--- src/thw_pkg.sv ---
`default_nettype none
package thw_pkg;

  localparam int WINDOW_DEF = 10;

  localparam logic [7:0] UPPER_RST    = 8'd75;
  localparam logic [7:0] LOWER_RST    = 8'd35;
  localparam logic [7:0] SETPOINT_RST = 8'd60;
  localparam logic [7:0] READING_RST  = 8'd60;
  localparam logic [4:0] STEP_RST     = 5'd5;
  localparam logic [4:0] MARGIN_RST   = 5'd5;
  localparam logic [3:0] SETLEN_RST   = 4'd5;

  localparam int CFG_IDX_W = 3;
  localparam logic [CFG_IDX_W-1:0] REG_UPPER  = 3'd0;
  localparam logic [CFG_IDX_W-1:0] REG_LOWER  = 3'd1;
  localparam logic [CFG_IDX_W-1:0] REG_STEP   = 3'd2;
  localparam logic [CFG_IDX_W-1:0] REG_MARGIN = 3'd3;
  localparam logic [CFG_IDX_W-1:0] REG_SETLEN = 3'd4;

  localparam logic [1:0] CMD_TICK  = 2'd0;
  localparam logic [1:0] CMD_RAISE = 2'd1;
  localparam logic [1:0] CMD_LOWER = 2'd2;
  localparam logic [1:0] CMD_POWER = 2'd3;

  // bit-serial divide: quotient is one byte
  localparam logic [2:0] DIV_LAST = 3'd7;

  localparam int UPC_W = 3;
  localparam logic [UPC_W-1:0] ST_IDLE     = 3'd0;
  localparam logic [UPC_W-1:0] ST_DISPATCH = 3'd1;
  localparam logic [UPC_W-1:0] ST_RD_FIRST = 3'd2;
  localparam logic [UPC_W-1:0] ST_SUM      = 3'd3;
  localparam logic [UPC_W-1:0] ST_DIV_INIT = 3'd4;
  localparam logic [UPC_W-1:0] ST_DIV      = 3'd5;
  localparam logic [UPC_W-1:0] ST_COMPARE  = 3'd6;
  localparam logic [UPC_W-1:0] ST_EMIT     = 3'd7;

  localparam logic [2:0] COND_NONE     = 3'd0;
  localparam logic [2:0] COND_NO_IN    = 3'd1;
  localparam logic [2:0] COND_NO_STORE = 3'd2;
  localparam logic [2:0] COND_SUM_MORE = 3'd3;
  localparam logic [2:0] COND_DIV_MORE = 3'd4;
  localparam logic [2:0] COND_OUT_BUSY = 3'd5;

  typedef struct packed {
    logic             accept;
    logic             dispatch;
    logic             rd_first;
    logic             sum_loop;
    logic             div_init;
    logic             div_step;
    logic             compare;
    logic             emit;
    logic [2:0]       cond;
    logic [UPC_W-1:0] target;
  } ucw_t;

  function automatic ucw_t ucode(input logic [UPC_W-1:0] pc);
    ucw_t w;
    w = '0;
    case (pc)
      ST_IDLE: begin
        w.accept = 1'b1; w.cond = COND_NO_IN; w.target = ST_IDLE;
      end
      ST_DISPATCH: begin
        w.dispatch = 1'b1; w.cond = COND_NO_STORE; w.target = ST_EMIT;
      end
      ST_RD_FIRST: begin
        w.rd_first = 1'b1; w.cond = COND_NONE; w.target = ST_IDLE;
      end
      ST_SUM: begin
        w.sum_loop = 1'b1; w.cond = COND_SUM_MORE; w.target = ST_SUM;
      end
      ST_DIV_INIT: begin
        w.div_init = 1'b1; w.cond = COND_NONE; w.target = ST_IDLE;
      end
      ST_DIV: begin
        w.div_step = 1'b1; w.cond = COND_DIV_MORE; w.target = ST_DIV;
      end
      ST_COMPARE: begin
        w.compare = 1'b1; w.cond = COND_NONE; w.target = ST_IDLE;
      end
      ST_EMIT: begin
        w.emit = 1'b1; w.cond = COND_OUT_BUSY; w.target = ST_EMIT;
      end
      default: w = '0;
    endcase
    return w;
  endfunction

endpackage
`default_nettype wire

--- src/thermostat_with_averaging.sv ---
`default_nettype none
// Bang-bang thermostat with a sliding-window average of the last WINDOW readings.
// One transaction in (command, sample) gives exactly one transaction out. For a tick
// that stores a reading, the sum walks the history memory one entry a cycle and the
// mean comes from an eight-step bit-serial divider before the compare and the emit.
// Presses, power toggles and ticks that store nothing go from dispatch straight to
// emit. One event is worked at a time; a finished result waits in the output register
// while the next event is accepted, and the next result waits until that one is
// taken. Configuration writes are taken every cycle.
module thermostat_with_averaging
  import thw_pkg::*;
#(
  parameter int WINDOW = WINDOW_DEF
) (
  input  wire logic                 clk,
  input  wire logic                 rst,
  input  wire logic                 in_valid,
  output logic                      in_ready,
  input  wire logic [1:0]           command,
  input  wire logic [7:0]           sample,
  output logic                      out_valid,
  input  wire logic                 out_ready,
  output logic                      heater_on,
  output logic                      cooler_on,
  output logic                      system_on,
  output logic                      in_set_mode,
  output logic [7:0]                display_value,
  output logic [7:0]                average_value,
  input  wire logic                 cfg_valid,
  output logic                      cfg_ready,
  input  wire logic [CFG_IDX_W-1:0] cfg_index,
  input  wire logic [7:0]           cfg_data
);

  localparam int AW     = (WINDOW > 1) ? $clog2(WINDOW) : 1;
  localparam int FW     = $clog2(WINDOW + 1);
  localparam int SW_RAW = $clog2(WINDOW * 255 + 1);
  localparam int SW     = (SW_RAW > 9) ? SW_RAW : 9;
  localparam int RW     = FW + 1;

  logic [7:0] upper_limit, lower_limit;
  logic [4:0] setpoint_step, band_margin;
  logic [3:0] set_mode_length;

  logic [UPC_W-1:0] pc, pc_next;
  ucw_t             cw;
  logic             take;

  logic [7:0]    high_sp, low_sp, latest, avg;
  logic          power_on, heater, cooler;
  logic [3:0]    set_ticks;
  logic [AW-1:0] slot;
  logic [FW-1:0] fill, k;
  logic [2:0]    dcnt;

  logic [1:0]    cmd;
  logic [7:0]    smp, disp, disp_next, rdata, q;
  logic [SW-1:0] acc;
  logic [RW-1:0] rem, rem_sh;
  logic          ge;
  logic [7:0]    mem [WINDOW];

  logic       store, raise_ok, lower_ok, rd_en, out_busy, cool_cond, heat_cond;
  logic [8:0] raise_sum, floor_v;
  logic [7:0] raise_val, lower_val;

  assign cw        = ucode(pc);
  assign in_ready  = cw.accept;
  assign cfg_ready = 1'b1;
  assign out_busy  = out_valid && !out_ready;

  assign store     = (cmd == CMD_TICK) && power_on && (set_ticks == 4'd0);
  assign raise_ok  = power_on && (high_sp < upper_limit);
  assign lower_ok  = power_on && (low_sp > lower_limit);
  assign raise_sum = {1'b0, high_sp} + 9'(setpoint_step);
  assign raise_val = (raise_sum > {1'b0, upper_limit}) ? upper_limit : raise_sum[7:0];
  assign floor_v   = {1'b0, lower_limit} + 9'(setpoint_step);
  assign lower_val = ({1'b0, low_sp} < floor_v) ? lower_limit : low_sp - 8'(setpoint_step);

  assign rd_en  = cw.rd_first || (cw.sum_loop && (k != fill));
  assign rem_sh = {rem[FW-1:0], q[7]};
  assign ge     = rem_sh >= RW'(fill);

  assign cool_cond = {1'b0, q} > ({1'b0, high_sp} + 9'(band_margin));
  assign heat_cond = ({1'b0, q} + 9'(band_margin)) < {1'b0, low_sp};

  always_comb begin
    case (cmd)
      CMD_RAISE: disp_next = raise_ok ? raise_val : high_sp;
      CMD_LOWER: disp_next = lower_ok ? lower_val : low_sp;
      CMD_TICK:  disp_next = store ? smp : latest;
      default:   disp_next = latest;
    endcase
  end

  always_comb begin
    case (cw.cond)
      COND_NO_IN:    take = !in_valid;
      COND_NO_STORE: take = !store;
      COND_SUM_MORE: take = k != fill;
      COND_DIV_MORE: take = dcnt != 3'd0;
      COND_OUT_BUSY: take = out_busy;
      default:       take = 1'b0;
    endcase
    pc_next = take ? cw.target : pc + 1'b1;
  end

  always_ff @(posedge clk) begin
    if (rst) begin
      pc              <= ST_IDLE;
      upper_limit     <= UPPER_RST;
      lower_limit     <= LOWER_RST;
      setpoint_step   <= STEP_RST;
      band_margin     <= MARGIN_RST;
      set_mode_length <= SETLEN_RST;
      high_sp         <= SETPOINT_RST;
      low_sp          <= SETPOINT_RST;
      power_on        <= 1'b0;
      set_ticks       <= 4'd0;
      slot            <= '0;
      fill            <= '0;
      latest          <= READING_RST;
      heater          <= 1'b0;
      cooler          <= 1'b0;
      avg             <= 8'd0;
      k               <= '0;
      dcnt            <= 3'd0;
      out_valid       <= 1'b0;
    end else begin
      pc <= pc_next;

      if (cfg_valid) begin
        case (cfg_index)
          REG_UPPER:  upper_limit     <= cfg_data;
          REG_LOWER:  lower_limit     <= cfg_data;
          REG_STEP:   setpoint_step   <= cfg_data[4:0];
          REG_MARGIN: band_margin     <= cfg_data[4:0];
          REG_SETLEN: set_mode_length <= cfg_data[3:0];
          default: ;
        endcase
      end

      if (cw.dispatch) begin
        k <= '0;
        case (cmd)
          CMD_RAISE: begin
            if (raise_ok) begin
              high_sp   <= raise_val;
              set_ticks <= set_mode_length;
            end
          end
          CMD_LOWER: begin
            if (lower_ok) begin
              low_sp    <= lower_val;
              set_ticks <= set_mode_length;
            end
          end
          CMD_POWER: begin
            if (power_on) begin
              power_on  <= 1'b0;
              heater    <= 1'b0;
              cooler    <= 1'b0;
              set_ticks <= 4'd0;
            end else begin
              power_on <= 1'b1;
            end
          end
          default: begin
            if (power_on && (set_ticks != 4'd0)) begin
              set_ticks <= set_ticks - 4'd1;
            end else if (store) begin
              latest <= smp;
              slot   <= (slot == AW'(WINDOW - 1)) ? '0 : slot + 1'b1;
              if (fill < FW'(WINDOW)) fill <= fill + 1'b1;
            end
          end
        endcase
      end

      if (rd_en) k <= k + 1'b1;
      if (cw.div_init) dcnt <= DIV_LAST;
      if (cw.div_step) dcnt <= dcnt - 3'd1;

      if (cw.compare) begin
        avg    <= q;
        cooler <= cool_cond;
        heater <= !cool_cond && heat_cond;
      end

      if (cw.emit && !out_busy) begin
        out_valid <= 1'b1;
      end else if (out_ready) begin
        out_valid <= 1'b0;
      end
    end
  end

  always_ff @(posedge clk) begin
    if (cw.accept && in_valid) begin
      cmd <= command;
      smp <= sample;
    end
    if (cw.dispatch) begin
      disp <= disp_next;
      acc  <= '0;
      if (store) mem[slot] <= smp;
    end
    if (rd_en) rdata <= mem[k[AW-1:0]];
    if (cw.sum_loop) acc <= acc + SW'(rdata);
    if (cw.div_init) begin
      rem <= RW'(acc >> 8);
      q   <= acc[7:0];
    end
    if (cw.div_step) begin
      rem <= ge ? rem_sh - RW'(fill) : rem_sh;
      q   <= {q[6:0], ge};
    end
    if (cw.emit && !out_busy) begin
      heater_on     <= heater;
      cooler_on     <= cooler;
      system_on     <= power_on;
      in_set_mode   <= set_ticks != 4'd0;
      display_value <= disp;
      average_value <= avg;
    end
  end

endmodule
`default_nettype wire

--- config.mk ---
export PLATFORM = sky130hd
export DESIGN_NAME = thermostat_with_averaging
export DESIGN_NICKNAME = d
export VERILOG_FILES = /design/src/thw_pkg.sv /design/src/thermostat_with_averaging.sv
export SDC_FILE = /design/constraint.sdc
export NUM_CORES = 1
export LEC_CHECK = 0
export BUFFER_PORTS_ARGS = -buffer_cell sky130_fd_sc_hd__clkbuf_2
export CORE_UTILIZATION = 55
export CTS_CLUSTER_SIZE = 12
export DETAILED_ROUTE_END_ITERATION = 12
export PLACE_DENSITY = 0.73
export SLEW_MARGIN = 5
export SYNTH_ARGS = -nofsm -noshare
export SYNTH_HDL_FRONTEND = slang
export SYNTH_SLANG_ARGS = --single-unit
--- constraint.sdc ---
create_clock -name clk -period 7.9 [get_ports clk]
set_input_delay 1.185 -clock clk [delete_from_list [all_inputs] [get_ports clk]]
set_output_delay 1.185 -clock clk [all_outputs]
set_load 0.1 [all_outputs]
==> results by stage <==
Synth:
- The netlist area before placement is 12600 µm².
- For this run, the number of Yosys warnings is 0.
- The number of different library cells in the post-synthesis netlist is 67.
- The share of synthesized area in the top cell type comes to between 30% and 40%.
- The share of synthesized registers carrying an async set or reset is 0%.
- The synthesized design contains between 200 and 250 register bits.
- The number of nets in the synthesized netlist is approximately 1300.
- A synthesized cell averages between 10 and 15 µm².
- The leading area contributor after synthesis is edfxtp_1.
- Counting flops with a built-in enable in the synthesized netlist gives 150.
- The synthesized instance count is 1163.
- Ranked by total cell area, the synthesized netlist is headed by edfxtp_1, dfxtp_1, ha_1.
- The commonest cells after synthesis are edfxtp_1, nand2_1, ha_1.
- The share of synthesized area occupied by flip-flops and latches is a little under 50%.
- The leading cell type by number of instances after synthesis is edfxtp_1.
- Among all flip-flop cells after synthesis, the most frequent one is edfxtp_1.

Placed design:
- The count of buffers from port buffering is 47.
- After legalization and detailed placement, the total HPWL measured 21200 µm.
- The placer's final routability congestion estimate is about 0.9.

Global route:
- In the global route stage, met1 resource usage came out at a little over a third.
- Global routing used ~4.1% of the available met3 tracks.
- The number of antenna violations at the first check in global routing came to 0.
- The number of global-route vias before repair is about 8500.
- The first-pass GRT wire length is approximately 46000 µm.
- The maximum number of pins on one net before global-route repair is 46.
- The global routing stage identified its most utilized layer as met2.
- After global routing the overflow that remains totals 0.
- For met2 alone, demand over resource in global routing was 39.6%.
- The overall routing resource usage is 25.1%.

Pwr:
- Summed over all cells, the static leakage comes to 5.31 nW.
- The worst-case vdd ir drop is approximately 0.20 mV.
- The power per unit of standard cell area is 270 nW/µm².

Setup path:
- On the critical path, the stage with the largest delay is an instance of o21ai_1.
- STA classifies the critical path startpoint as a flip-flop.
- The most critical setup path has its startpoint at setpoint_step[0]$_SDFFE_PP1P_.
- The cell family contributing the most delay on the critical path is compound AO/OA/AOI/OAI gates.
- The signal on the critical path passes through ha_1 > inv_1 > fa_1 > nor2b_1 > o31a_1 > o21ai_0 > xnor2_1 > ha_1 > and3_1 > nand3_1 > o21ai_1 > and2_1 > o21ai_0 > o211ai_1 > a31oi_1.
- The setup check on the worst reg-to-reg path leaves a slack of approximately 3.5 ns.
- Of all nets on the critical path, the largest fanout is 12.
- The worst reg2reg path depth is 15.
- The number of buffers and inverters on the critical path is 1.
- The delay contributed by the slowest stage of the critical path is about 0.51 ns.
- The worst setup path is captured at a flip-flop.
- The startpoint identified for the worst register-to-register timing path is setpoint_step[0]$_SDFFE_PP1P_.
- The reg-to-reg critical path endpoint is disp[4]$_DFFE_PP_.
- Data arrives at the worst endpoint at 4.63 ns.
- The path type of the worst setup path is flip-flop to flip-flop.
- STA puts the critical path data required time at 8.16 ns.

Floorplanning:
- The initial standard-cell utilization of the core is 55.8%.
- The overall die width is about 150 µm.
- After floorplanning, the core was divided into 55 placement rows.
- The vertical die dimension is ~150 µm.
- The area of the die is roughly 24000 µm².
- The core footprint is between 20000 and 25000 µm².
- The I/O pin count is slightly below 50.

Job:
- The number of maximum-capacitance violations is 0.

STA:
- The final critical-path share of the clock period is a little under three fifths.
- The total of endpoints with negative setup slack in the final report is 0.
- Based on the critical path, the design can be clocked at up to 229 MHz.
- The worst relative slew slack is 24.0%.
- The final count of hold timing violations is 0.
- At the pin with the least slew margin, the transition time is roughly 1.1 ns.
- On the final layout, the worst clock skew is approximately 0.017 ns.
- The final critical delay including setup and external delays is 4.37 ns.
- The number of max-slew violations in the final report is 0.
- The post-route setup TNS is 0 ns.
- Setup repair after global routing left no endpoint under its margin.

Detailed routing:
- In the routed layout, each cell is associated on average with a via count of 5.86.
- After detailed routing, the number of remaining DRC violations is 0.
- In the final routed layout, each cell accounts on average for approximately 19 µm.
- The detail route stage leaves a number of antenna-violating nets equal to 0.
- For this block, the initial DRC count from the detailed router was about 710.
- The routed layout has 8816 vias.
- Before antenna repair, the detailed router went through 5 iterations.
- The total wire length is 28900 µm.

Clock network:
- Buffers added to address setup during post-CTS repair amount to 0.
- The worst-case clock buffer depth is 3.
- The buffer type at the clock tree root is clkbuf_16.
- The number of cells upsized or downsized after cts is 0.
- Clock-pin slew was measured on the worst setup and hold paths at about 0.060 ns.
- At the later pin of the worst-skew pair, clock insertion delay measures around 0.54 ns.
- The number of hold buffers added after cts is 0.
- The clock tree from TritonCTS is done.
- The number of levels the H-tree was split into is 1.
- CTS saw roughly 240 sinks.
- In this run, CTS created clock tree buffers numbering 26.

Final layout:
- The ratio of cells with drive above 1 in the final layout is a little under an eighth.
- The area growth from synthesis to layout is 10.5%.
- At the end of the flow, the number of nets in the layout was around 1300.
- The number of fillers in the final layout is ~1800.
- The count of inserted antenna diode cells is 0.
- The share of the core filled with cells is about three fifths.

Outcome:
- The flow ran to the end, and the final reports show no timing, DRC or antenna violations.

Min path:
- The path class of the lowest-slack min-delay path is flip-flop to flip-flop.
- The worst hold path begins at avg[5]$_SDFFE_PP0P_.
- For hold timing, the worst endpoint is average_value[5]$_DFFE_PP_.
- The worst hold path stage count is 0.
-- sequential cells by signal, indices dropped and copies added, names as in the netlist, 8 cells and up --
| signal | count |
|---|---|
| smp | 8 |
| q | 8 |
| upper_limit | 8 |
| latest | 8 |
| high_sp | 8 |
| low_sp | 8 |
| display_value | 8 |
| lower_limit | 8 |
| disp | 8 |
| avg | 8 |
| rdata | 8 |
| average_value | 8 |
| mem | 80 |
| acc | 12 |
-- layout make-up --
type	instances	area, µm²	area share [%]
flip-flops and latches	238	6270	45.0
multi-input cells	810	5900	42.4
clock buffers	38	726	5.21
well taps	285	357	2.56
repair buffers	52	273	1.96
inverters	71	267	1.91
clock inverters	10	135	0.971
-- report_power, final --
part	leakage [nW]	total [mW]	internal, mW	switching (mW)
clock network	0.423	1.22	0.735	0.487
logic	2.81	0.871	0.349	0.522
registers	2.08	1.66	1.51	0.158
-- metrics by stage --
step | total power [mW] | cell area [µm²] | hold slack, ns | std cells | setup slack [ns]
after floorplan | 2.29 | 12600 | 0.400 | 1163 | 4.29
after detailed placement | 2.54 | 13100 | 0.420 | 1456 | 3.69
after CTS | 3.76 | 13900 | 0.436 | 1504 | 3.68
after global placement | 2.52 | 13100 | 0.417 | 1456 | 3.79
final | 3.76 | 13900 | 0.433 | 1504 | 3.53
after global routing | 3.93 | 13900 | 0.448 | 1504 | 3.23
-- worst register-to-register path, delay by kind of cell, from the launching register on --
| family | cells | cell delay [ns] |
|---|---|---|
| AOI/OAI and AO/OA | 6 | 1.65 |
| DFF | 1 | 0.39 |
| buffers and inverters | 1 | 0.06 |
| and+or+nand+nor | 4 | 0.95 |
| adders and majority gates | 3 | 0.89 |
| xor gates and xnor gates | 1 | 0.15 |
-- routing by layer --
metal  part of all wire (%)  wire length [µm]
met1                     47             13700
met2                     45             12900
met5                      0                 0
met3                    6.3              1830
met4                    1.8               532
-- logic make-up (layout without fill, tap and decap cells) --
kind of cell	Yosys count	in the layout	synth area share (%)
buf+inv	115	171	3.51
xor+xnor	38	38	2.64
compound gates	270	270	13.8
other cells	1	1	0.0298
flops	238	238	49.7
simple gates	329	329	12.3
mux	67	67	7.05
fa+ha+maj	105	105	10.8
-- worst max-delay path by stage --
stage	cells past startpoint	endpoint
floorplan	16	disp[2]$_DFFE_PP_
global placement	15	disp[4]$_DFFE_PP_
detailed placement	14	disp[2]$_DFFE_PP_
CTS	14	disp[2]$_DFFE_PP_
global route	14	disp[3]$_DFFE_PP_
finish	15	disp[4]$_DFFE_PP_
-- cell usage in the layout (no fill, tap or decap), types with 8 or more instances in the layout --
cell and n:
nand2b_1 12, a31oi_1 8, dfxtp_1 87, nor3_1 14
o211ai_1 22, o21ai_0 52, and2_1 14, xor2_1 16
nand3_1 19, nand2_1 113, mux2i_1 37, edfxtp_1 150
a21oi_1 86, a21o_1 19, inv_1 69, xnor2_1 22
ha_1 98, mux2_2 14, nand4_1 11, nor2_1 80
and3_1 11, clkbuf_1 9, a211oi_1 20, nor2b_1 25
clkbuf_2 47, clkbuf_16 26, mux4_2 16, or3_1 8
Note: power is estimated with default switching activity, not from simulation.
